## config.mk

```make
export PLATFORM = sky130hd
export DESIGN_NAME = puct_child_select
export DESIGN_NICKNAME = d
export VERILOG_FILES = /design/src/rtl/pcs_pkg.sv /design/src/rtl/pcs_divider.sv /design/src/rtl/pcs_isqrt.sv /design/src/rtl/puct_child_select.sv
export VERILOG_INCLUDE_DIRS = /design/src /design/src/rtl
export SDC_FILE = /design/constraint.sdc
export NUM_CORES = 2
export LEC_CHECK = 0
export ABC_CLOCK_PERIOD_IN_PS = 9400
export BUFFER_PORTS_ARGS = -buffer_cell sky130_fd_sc_hd__buf_4
export CORE_MARGIN = 1.5
export CORE_UTILIZATION = 25
export DETAILED_ROUTE_END_ITERATION = 16
export HOLD_SLACK_MARGIN = 0.03
export PLACE_DENSITY = 0.36
export RECOVER_POWER = 25
export SYNTH_ARGS = -nofsm -noshare
export SYNTH_HDL_FRONTEND = slang
export SYNTH_SLANG_ARGS = --single-unit
```

## constraint.sdc

```tcl
create_clock -name clk -period 9.4 [get_ports clk]
set_clock_uncertainty 0.05 [all_clocks]
set_input_delay 1.88 -clock clk [delete_from_list [all_inputs] [get_ports clk]]
set_output_delay 1.88 -clock clk [all_outputs]
set_load 0.01 [all_outputs]
```

## src/rtl/puct_child_select_defines.svh

```systemverilog
// Assertion macros shared by the PUCT child selector RTL.
// Depends on nothing; the including module must have clk and rst_n in scope.
`ifndef PUCT_CHILD_SELECT_DEFINES_SVH
`define PUCT_CHILD_SELECT_DEFINES_SVH

// Consequent must hold in the same cycle as the antecedent.
`define PCS_ASSERT_SAME(label, ante, cons, msg) \
  label: assert property (@(posedge clk) disable iff (!rst_n) (ante) |-> (cons)) \
    else $error(msg);

// Consequent must hold in the cycle after the antecedent.
`define PCS_ASSERT_NEXT(label, ante, cons, msg) \
  label: assert property (@(posedge clk) disable iff (!rst_n) (ante) |=> (cons)) \
    else $error(msg);

`endif

```

## src/rtl/pcs_pkg.sv

```systemverilog
// Shared widths, constants and handshake structs of the PUCT child selector.
// Depends on nothing; used by pcs_divider, pcs_isqrt and puct_child_select.
package pcs_pkg;

  localparam int GAIN_W     = 16;
  localparam int VISITS_W   = 20;
  localparam int ACTION_W   = 8;
  localparam int VSUM_W     = 32;
  localparam int PRIOR_W    = 16;
  localparam int SCORE_W    = 48;

  // Square root: radicand is max(parent_visits,1) in Q20.16, root is Q10.8.
  localparam int ROOT_IN_W  = 36;
  localparam int ROOT_W     = 18;
  localparam int ROOT_CNT_W = 5;

  // Shared divider: numerator left-aligned in DIV_NUM_W bits.
  localparam int DIV_NUM_W  = 50;
  localparam int DIV_DEN_W  = 21;
  localparam int DIV_CNT_W  = 6;
  localparam int QNUM_W     = 36;
  localparam int U_SHIFT    = 20;

  localparam logic [DIV_CNT_W-1:0] Q_STEPS = 6'd36;
  localparam logic [DIV_CNT_W-1:0] U_STEPS = 6'd50;

  localparam logic [GAIN_W-1:0]  GAIN_RESET = 16'd6144;
  localparam logic [SCORE_W-1:0] SCORE_MIN  = {1'b1, {(SCORE_W-1){1'b0}}};

  typedef struct packed {
    logic                 start;
    logic [DIV_NUM_W-1:0] num;
    logic [DIV_DEN_W-1:0] den;
    logic [DIV_CNT_W-1:0] steps;
  } div_req_t;

  typedef struct packed {
    logic                 done;
    logic [DIV_NUM_W-1:0] quot;
  } div_rsp_t;

endpackage

```

## src/rtl/pcs_divider.sv

```systemverilog
// Restoring radix-2 divider, one quotient bit per cycle, shared by q and u.
// Depends on pcs_pkg for widths and the request/response structs.
module pcs_divider (
  input  logic              clk,
  input  logic              rst_n,
  input  pcs_pkg::div_req_t req,
  output pcs_pkg::div_rsp_t rsp
);

  logic [pcs_pkg::DIV_NUM_W-1:0] num_r;
  logic [pcs_pkg::DIV_DEN_W-1:0] den_r;
  logic [pcs_pkg::DIV_DEN_W-1:0] rem_r;
  logic [pcs_pkg::DIV_NUM_W-1:0] quot_r;
  logic [pcs_pkg::DIV_CNT_W-1:0] cnt_r;
  logic                          run_r;
  logic                          done_r;

  logic [pcs_pkg::DIV_DEN_W:0] rem_sh;
  logic [pcs_pkg::DIV_DEN_W:0] diff;
  logic                        ge;

  always_comb begin
    rem_sh = {rem_r, num_r[pcs_pkg::DIV_NUM_W-1]};
    diff   = rem_sh - {1'b0, den_r};
    ge     = (rem_sh >= {1'b0, den_r});
  end

  always_ff @(posedge clk) begin
    if (!rst_n) begin
      run_r  <= 1'b0;
      done_r <= 1'b0;
    end else begin
      done_r <= 1'b0;
      if (req.start) begin
        num_r  <= req.num;
        den_r  <= req.den;
        rem_r  <= '0;
        quot_r <= '0;
        cnt_r  <= req.steps;
        run_r  <= 1'b1;
      end else if (run_r) begin
        num_r  <= {num_r[pcs_pkg::DIV_NUM_W-2:0], 1'b0};
        rem_r  <= ge ? diff[pcs_pkg::DIV_DEN_W-1:0] : rem_sh[pcs_pkg::DIV_DEN_W-1:0];
        quot_r <= {quot_r[pcs_pkg::DIV_NUM_W-2:0], ge};
        cnt_r  <= cnt_r - 1'b1;
        if (cnt_r == 6'd1) begin
          run_r  <= 1'b0;
          done_r <= 1'b1;
        end
      end
    end
  end

  assign rsp.done = done_r;
  assign rsp.quot = quot_r;

endmodule

```

## src/rtl/pcs_isqrt.sv

```systemverilog
// Digit-by-digit integer square root, one root bit per cycle.
// Depends on pcs_pkg for widths.
module pcs_isqrt (
  input  logic                          clk,
  input  logic                          rst_n,
  input  logic                          go,
  input  logic [pcs_pkg::ROOT_IN_W-1:0] radicand,
  output logic                          done,
  output logic [pcs_pkg::ROOT_W-1:0]    root
);

  logic [pcs_pkg::ROOT_IN_W-1:0]  rad_r;
  logic [pcs_pkg::ROOT_W+1:0]     rem_r;
  logic [pcs_pkg::ROOT_W-1:0]     root_r;
  logic [pcs_pkg::ROOT_CNT_W-1:0] cnt_r;
  logic                           run_r;
  logic                           done_r;

  logic [pcs_pkg::ROOT_W+3:0] rem_sh;
  logic [pcs_pkg::ROOT_W+3:0] trial;
  logic [pcs_pkg::ROOT_W+3:0] diff;
  logic                       ge;

  always_comb begin
    rem_sh = {rem_r, rad_r[pcs_pkg::ROOT_IN_W-1 -: 2]};
    trial  = {2'b00, root_r, 2'b01};
    diff   = rem_sh - trial;
    ge     = (rem_sh >= trial);
  end

  always_ff @(posedge clk) begin
    if (!rst_n) begin
      run_r  <= 1'b0;
      done_r <= 1'b0;
    end else begin
      done_r <= 1'b0;
      if (go) begin
        rad_r  <= radicand;
        rem_r  <= '0;
        root_r <= '0;
        cnt_r  <= pcs_pkg::ROOT_CNT_W'(pcs_pkg::ROOT_W);
        run_r  <= 1'b1;
      end else if (run_r) begin
        rad_r  <= {rad_r[pcs_pkg::ROOT_IN_W-3:0], 2'b00};
        rem_r  <= ge ? diff[pcs_pkg::ROOT_W+1:0] : rem_sh[pcs_pkg::ROOT_W+1:0];
        root_r <= {root_r[pcs_pkg::ROOT_W-2:0], ge};
        cnt_r  <= cnt_r - 1'b1;
        if (cnt_r == 5'd1) begin
          run_r  <= 1'b0;
          done_r <= 1'b1;
        end
      end
    end
  end

  assign done = done_r;
  assign root = root_r;

endmodule

```

## src/rtl/puct_child_select.sv

```systemverilog
// Top level of the PUCT child selector: sequencer, multipliers and best-child tracking.
// Depends on pcs_pkg, pcs_divider, pcs_isqrt and puct_child_select_defines.svh.
//
//   channel   ports                                   handshake
//   --------  --------------------------------------  ---------------------------
//   request   in_* fields                             start, accepted if !busy
//   result    out_pick_action, out_child_found        out_valid, one-cycle strobe
//   config    cfg_wr_data (exploration_gain)          cfg_wr_en, no wait
//
// An empty slot passes only through the check and finish states. A present child takes
// the two multiplier states, a 36-step signed q division (skipped for an unvisited
// child) and a 50-step u division on the one shared radix-2 divider. The first slot
// of a run adds the 18-step square root of the parent visit count.
// Reset is synchronous, active low, and returns the gain to 1.5 with no run open.
// The receiver cannot stall: out_valid is high for one cycle after the last slot.
`include "puct_child_select_defines.svh"

module puct_child_select (
  input  logic                         clk,
  input  logic                         rst_n,
  // Configuration port.
  input  logic                         cfg_wr_en,
  input  logic [pcs_pkg::GAIN_W-1:0]   cfg_wr_data,
  // Request channel.
  input  logic                         start,
  output logic                         busy,
  input  logic [pcs_pkg::VISITS_W-1:0] in_parent_visits,
  input  logic [pcs_pkg::ACTION_W-1:0] in_slot_action,
  input  logic                         in_child_present,
  input  logic [pcs_pkg::VISITS_W-1:0] in_child_visits,
  input  logic signed [pcs_pkg::VSUM_W-1:0] in_child_vsum,
  input  logic [pcs_pkg::PRIOR_W-1:0]  in_child_prior,
  input  logic                         in_last_slot,
  // Result channel.
  output logic                         out_valid,
  output logic [pcs_pkg::ACTION_W-1:0] out_pick_action,
  output logic                         out_child_found
);

  typedef enum logic [3:0] {
    S_IDLE,
    S_ROOT_WAIT,
    S_CHECK,
    S_MUL_A,
    S_MUL_B,
    S_QSTART,
    S_DIVQ_WAIT,
    S_DIVU_WAIT,
    S_FINISH
  } state_t;

  state_t state_r;

  // Exploration gain register.
  logic [pcs_pkg::GAIN_W-1:0] gain_r;

  // Latched request fields.
  logic [pcs_pkg::ACTION_W-1:0] action_r;
  logic                         present_r;
  logic [pcs_pkg::VISITS_W-1:0] visits_r;
  logic signed [pcs_pkg::VSUM_W-1:0] vsum_r;
  logic [pcs_pkg::PRIOR_W-1:0]  prior_r;
  logic                         last_r;

  // Run state.
  logic                              in_run_r;
  logic [pcs_pkg::ROOT_W-1:0]        root_r;
  logic signed [pcs_pkg::SCORE_W-1:0] best_score_r;
  logic [pcs_pkg::ACTION_W-1:0]      best_index_r;
  logic                              any_found_r;

  // Arithmetic pipeline registers.
  logic [2*pcs_pkg::GAIN_W-1:0]       gp_r;
  logic [pcs_pkg::DIV_NUM_W-1:0]      prod_r;
  logic signed [pcs_pkg::SCORE_W-1:0] q_r;

  // Unit control and results.
  logic                          sqrt_go_r;
  logic [pcs_pkg::ROOT_IN_W-1:0] radicand_r;
  logic                          sqrt_done;
  logic [pcs_pkg::ROOT_W-1:0]    sqrt_root;
  pcs_pkg::div_req_t             div_req_r;
  pcs_pkg::div_rsp_t             div_rsp;

  // Output registers.
  logic                         out_valid_r;
  logic [pcs_pkg::ACTION_W-1:0] out_action_r;
  logic                         out_found_r;

  // Combinational helpers.
  logic                              accept;
  logic [pcs_pkg::VISITS_W-1:0]      pv_clamped;
  logic [pcs_pkg::QNUM_W-1:0]        vsum16;
  logic [pcs_pkg::QNUM_W-1:0]        vsum_abs;
  logic signed [pcs_pkg::SCORE_W-1:0] q_mag;
  logic signed [pcs_pkg::SCORE_W-1:0] u_val;
  logic signed [pcs_pkg::SCORE_W-1:0] score;
  logic                              take;

  assign accept = start && (state_r == S_IDLE);
  assign busy   = (state_r != S_IDLE);

  always_comb begin
    pv_clamped = (in_parent_visits == '0) ? pcs_pkg::VISITS_W'(1) : in_parent_visits;
    // The value total scaled by 16 to a Q20.16 numerator, then its magnitude for
    // the unsigned divider; the most negative sum maps to 2^35, which still fits.
    vsum16   = {vsum_r, 4'b0000};
    vsum_abs = vsum_r[pcs_pkg::VSUM_W-1] ? (~vsum16 + 1'b1) : vsum16;
    q_mag    = {{(pcs_pkg::SCORE_W-pcs_pkg::QNUM_W){1'b0}},
                div_rsp.quot[pcs_pkg::QNUM_W-1:0]};
    // u keeps only the quotient bits above the Q20 fraction.
    u_val    = {{(pcs_pkg::SCORE_W-(pcs_pkg::DIV_NUM_W-pcs_pkg::U_SHIFT)){1'b0}},
                div_rsp.quot[pcs_pkg::DIV_NUM_W-1:pcs_pkg::U_SHIFT]};
    score    = q_r + u_val;
    take     = !any_found_r || (score > best_score_r);
  end

  pcs_isqrt u_isqrt (
    .clk      (clk),
    .rst_n    (rst_n),
    .go       (sqrt_go_r),
    .radicand (radicand_r),
    .done     (sqrt_done),
    .root     (sqrt_root)
  );

  pcs_divider u_divider (
    .clk   (clk),
    .rst_n (rst_n),
    .req   (div_req_r),
    .rsp   (div_rsp)
  );

  always_ff @(posedge clk) begin
    if (!rst_n) begin
      gain_r <= pcs_pkg::GAIN_RESET;
    end else if (cfg_wr_en) begin
      gain_r <= cfg_wr_data;
    end
  end

  // Sequencer: one slot at a time, handing work to the root unit and the
  // shared divider and waiting for each to finish.
  always_ff @(posedge clk) begin
    if (!rst_n) begin
      state_r         <= S_IDLE;
      in_run_r        <= 1'b0;
      any_found_r     <= 1'b0;
      best_score_r    <= pcs_pkg::SCORE_MIN;
      best_index_r    <= '0;
      sqrt_go_r       <= 1'b0;
      div_req_r.start <= 1'b0;
      out_valid_r     <= 1'b0;
    end else begin
      sqrt_go_r       <= 1'b0;
      div_req_r.start <= 1'b0;
      out_valid_r     <= 1'b0;
      unique case (state_r)
        S_IDLE: begin
          if (accept) begin
            action_r  <= in_slot_action;
            present_r <= in_child_present;
            visits_r  <= in_child_visits;
            vsum_r    <= in_child_vsum;
            prior_r   <= in_child_prior;
            last_r    <= in_last_slot;
            if (!in_run_r) begin
              // First slot of a run: open the run and take the parent root.
              in_run_r     <= 1'b1;
              any_found_r  <= 1'b0;
              best_score_r <= pcs_pkg::SCORE_MIN;
              best_index_r <= '0;
              radicand_r   <= {pv_clamped, 16'h0000};
              sqrt_go_r    <= 1'b1;
              state_r      <= S_ROOT_WAIT;
            end else begin
              state_r <= S_CHECK;
            end
          end
        end
        S_ROOT_WAIT: begin
          if (sqrt_done) begin
            root_r  <= sqrt_root;
            state_r <= S_CHECK;
          end
        end
        S_CHECK: begin
          state_r <= present_r ? S_MUL_A : S_FINISH;
        end
        S_MUL_A: begin
          gp_r    <= gain_r * prior_r;
          state_r <= S_MUL_B;
        end
        S_MUL_B: begin
          prod_r  <= pcs_pkg::DIV_NUM_W'(gp_r * root_r);
          state_r <= S_QSTART;
        end
        S_QSTART: begin
          div_req_r.start <= 1'b1;
          if (visits_r != '0) begin
            div_req_r.num   <= {vsum_abs, {(pcs_pkg::DIV_NUM_W-pcs_pkg::QNUM_W){1'b0}}};
            div_req_r.den   <= {1'b0, visits_r};
            div_req_r.steps <= pcs_pkg::Q_STEPS;
            state_r         <= S_DIVQ_WAIT;
          end else begin
            // No visits: q is zero and only u is needed.
            q_r             <= '0;
            div_req_r.num   <= prod_r;
            div_req_r.den   <= {1'b0, visits_r} + 1'b1;
            div_req_r.steps <= pcs_pkg::U_STEPS;
            state_r         <= S_DIVU_WAIT;
          end
        end
        S_DIVQ_WAIT: begin
          if (div_rsp.done) begin
            // q = -(vsum*16 / visits), truncated toward zero.
            q_r             <= vsum_r[pcs_pkg::VSUM_W-1] ? q_mag : -q_mag;
            div_req_r.start <= 1'b1;
            div_req_r.num   <= prod_r;
            div_req_r.den   <= {1'b0, visits_r} + 1'b1;
            div_req_r.steps <= pcs_pkg::U_STEPS;
            state_r         <= S_DIVU_WAIT;
          end
        end
        S_DIVU_WAIT: begin
          if (div_rsp.done) begin
            // Strictly greater wins, so the earliest slot keeps a tie.
            if (take) begin
              best_score_r <= score;
              best_index_r <= action_r;
              any_found_r  <= 1'b1;
            end
            state_r <= S_FINISH;
          end
        end
        S_FINISH: begin
          if (last_r) begin
            out_valid_r  <= 1'b1;
            out_action_r <= any_found_r ? best_index_r : '0;
            out_found_r  <= any_found_r;
            in_run_r     <= 1'b0;
          end
          state_r <= S_IDLE;
        end
        default: begin
          state_r <= S_IDLE;
        end
      endcase
    end
  end

  assign out_valid       = out_valid_r;
  assign out_pick_action = out_action_r;
  assign out_child_found = out_found_r;

  `PCS_ASSERT_NEXT(a_accept_goes_busy, start && !busy, busy, "accepted request not busy")
  `PCS_ASSERT_SAME(a_result_closes_run, out_valid, !in_run_r, "result with run open")
  `PCS_ASSERT_SAME(a_empty, out_valid && !out_child_found, out_pick_action == '0, "empty pick")
  `PCS_ASSERT_NEXT(a_single_strobe, out_valid, !out_valid, "strobe longer than a cycle")

endmodule

```

==> impl_metrics.py <==
metrics = {
    "floorplanning": {
        "die-area_sq_mm": 0.226,
        "io-pin-count": 129,
        "fp.dieW_um": 475,
        "initial_core_util_pct": 25.1,
        "core-area_sq_mm": 0.222,
        "die_height_um": 475,
        "placement_rows": 173,
    },
    "finish": {
        "flow.area_growth_from_synthesis_pct": 12.7,
        "commonest_cells_after_routing_fill_and_taps_aside": "inv_1, nand2_1, fa_1",
        "final_net_count": 6682,
        "multiInputGateArea_sq_mm": 0.0334,
        "num-fill-cells": 23300,
        "commonest_non_fill_non_tap_cell_in_the_layout": "inv_1",
        "final-seq-area_sq_mm": 0.0179,
        "drive_gt1_share_pct": 7.21,
    },
    "worst_setup_path": {
        "crit_fanout": 23,
        "reg2reg_launch_point": "root_r[13]",
        "worst-setup-path-type": "reg2reg",
        "critical_path.startpoint_type": "register",
        "r2r_slack_ps": 2060,
        "timing.rr.end": "prod_r[42]",
        "rr_worst_depth": 21,
        "cp.arrival_ps": 7810,
        "critPathRequiredTime_ps": 9870,
        "setup.worst_path.end_class": "register",
    },
    "clocking": {
        "post_cts_resized": 0,
        "cts.htree.levels": 3,
        "clk_root_buffer_cell": "clkbuf_16",
        "clock_slew_at_the_register_clock_pins_of_the_worst_setup_and_hold_paths_ps": 60,
        "clock_insertion_delay_worst_skew_ps": 740,
        "tritoncts": "done",
        "cts_hold_buffers": 0,
        "clock_sinks": 625,
        "setup_bufs_post_cts": 0,
        "cts-root-to-sink-buffers": 3,
        "cts-buffers-inserted": 84,
    },
    "global_route": {
        "grt-ovfl-total": 0,
        "global_route.usage.total_pct": 14.2,
        "grt_pass1_vias": 39500,
        "grt_pass1_wl_um": 246000,
        "antenna_found_initial": 5,
        "grt_start_max_net_pins": 113,
    },
    "logic_synthesis": {
        "synth_top_cells_by_area": "edfxtp_1, fa_1, ha_1",
        "netlist-cell-type-count": 81,
        "synth-warning-count": 0,
        "post-synth-top-area-fraction_pct": 29.1,
        "synth_largest_area_cell": "edfxtp_1",
        "yosysSeqAreaShare_pct": 32.1,
        "number_of_flops_mapped_to_enable_cells_by_yosys": 540,
        "yosys_most_used_dff": "edfxtp_1",
        "postSynthAreaPerCell_sq_um": 10.2,
        "synth.net_count": 6640,
        "synth.ff_latch_count": 625,
        "post_synth_inst_count": 5491,
        "postSynth.asyncResetShare_pct": 0,
        "mappedNetlistArea_sq_mm": 0.0558,
    },
    "route": {
        "drt_first_iter_violations": 1759,
        "route.met3.wl_um": 4080,
        "drt.antenna.violating_nets": 0,
        "drt_pass1_iterations": 5,
        "wire_per_inst_um": 18.5,
        "met2_length_um": 74000,
        "drt_met1_wl_um": 77900,
        "routed_via_density": 4.35,
        "vias": 37300,
        "postRouteWirelength_um": 159000,
        "routed.top_layer": "met5",
        "detail_route.drc_violations": 0,
    },
    "timing": {
        "period_minus_slack_ps": 7340,
        "timing.slew.headroom_pct": -140,
        "final_setup_violation_count": 0,
        "hold_viol": 0,
        "timing.setup.tns_ps": 0,
        "min_period_over_period_pct": 78.1,
        "tightest_slew_ps": 3600,
        "grt_setup_unrepaired": "no",
        "clock.fmax_mhz": 136,
        "pins_over_slew_limit": 288,
    },
    "placed_design": {
        "io_buffers": 128,
        "place_hpwl_um": 119000,
        "place_congestion": 0.793,
    },
    "power_and_ir_drop": {
        "net-switching-power_w": 0.00605,
        "leakage_nw": 26.6,
        "power.total_w": 0.0144,
        "power_report.internal_total_w": 0.00831,
        "seq_power_share_pct": 25.2,
        "switching_share_pct": 42.1,
        "pwr_density_cell_mw_per_mm2": 229,
        "power.clock.fraction_pct": 23.1,
        "vdd_drop_max_mv": 0.246,
        "power_frac_comb_pct": 51.7,
    },
    "run": {
        "maxCapViolCount": 6,
    },
    "min_path": {
        "hold_class": "reg2reg",
        "hold-path-endpoint": "u_divider.den_r[15]",
        "min-delay-start": "div_req_r[21]",
        "hold_path_depth": 0,
    },
    "run_status": {
        "failed_checks": "capacitance limit, slew limit",
        "status": "complete, but fails checks",
    },
}
[flip-flops by register name (all words and copies together) (netlist names), 21 cells and up]
| register | count |
|---|---|
| best_score_r | 48 |
| prod_r | 50 |
| vsum_r | 32 |
| div_req_r | 75 |
| q_r | 48 |
| u_divider.num_r | 50 |
| u_divider.den_r | 21 |
| gp_r | 32 |
| u_divider.quot_r | 50 |
| u_divider.rem_r | 21 |
[metrics by stage]
step	utilization, %	area, sq um	std cells	setup slack (ps)	hold slack, ps
finish	28.3	62800	8577	2060	355
global route	28.3	62800	8576	1710	374
CTS	28.4	63000	8576	2070	349
detailed placement	27.1	60100	8422	2030	355
global placement	27.1	60100	8422	2120	351
floorplan	-	55800	5491	1270	350
[worst max path at each step]
stage | cells past startpoint | endpoint | from | slack (ps)
global route | 21 | prod_r[42] | root_r[9] | 1710
floorplan | 3 | u_divider.cnt_r[0] | rst_n | 1270
global placement | 19 | prod_r[33] | gp_r[9] | 2120
detailed placement | 21 | prod_r[42] | root_r[13] | 2030
finish | 21 | prod_r[42] | root_r[13] | 2060
CTS | 21 | prod_r[42] | root_r[13] | 2070
[routing by layer]
metal,GRT usage [%],vias up
li1,-,17800
met1,19.9,18900
met2,23.3,412
met3,1.73,165
met4,3.00,4
met5,0,-
[area by class of cell]
cell class / count / area share (%)
multi-input combinational: 3667 / 53.1
sequential: 625 / 28.5
tap: 2975 / 5.92
inverter: 957 / 5.72
clock buffer: 102 / 3.52
timing repair buffer: 198 / 2.18
clock inverter: 52 / 1.03
antenna: 1 / 0.00398
[worst max-delay path, stage by stage (launching register included)]
cell and delay, ps:
edfxtp_1 1120, buf_4 360, nand2_1 90, fa_1 530, inv_1 50, fa_1 560, fa_1 430, fa_1 480
fa_1 500, inv_1 50, fa_1 490, inv_1 50, ha_1 340, a21o_1 180, a21oi_1 130, o21ai_0 120
a21oi_1 210, o221ai_1 180, o2111ai_1 470, a31oi_1 210, or4_1 430, o311ai_0 120
[cells in the mapped netlist, types with 31 or more instances]
library cell and number:
inv_1 955, nand2_1 696, fa_1 676, edfxtp_1 540
ha_1 355, and2_1 350, nor2_1 226, clkbuf_1 216
a21oi_1 187, o21ai_0 143, xnor2_1 123, dfxtp_1 85
nand3_1 79, xor2_1 77, mux2_2 72, nor2b_1 62
a21o_1 60, mux2i_1 55, nor3_1 54, a211oi_1 40
nand2b_1 40, and3_1 32, nand4_1 31
[kinds of logic after synthesis]
logic type               Yosys count  share of synthesized area [%]
multiplexers                     127                           2.44
XOR/XNOR                         200                           3.14
buffers and inverters           1199                           8.17
adder cells (fa/ha/maj)         1031                           32.2
AO/OA/AOI/OAI                    651                           7.54
flip-flops                       625                           32.1
AND/OR/NAND/NOR                 1658                           14.3
[power groups by stage]
stage	logic [W]	registers (W)	clock network [W]
2_1_floorplan	0.00521	0.00358	0
3_3_place_gp	0.00757	0.00368	0
3_5_place_dp	0.00752	0.00368	0
4_1_cts	0.00758	0.00362	0.00348
5_1_grt	0.00842	0.00364	0.00356
6_report	0.00743	0.00362	0.00332
No activity file was read; power rests on OpenSTA's default activity.
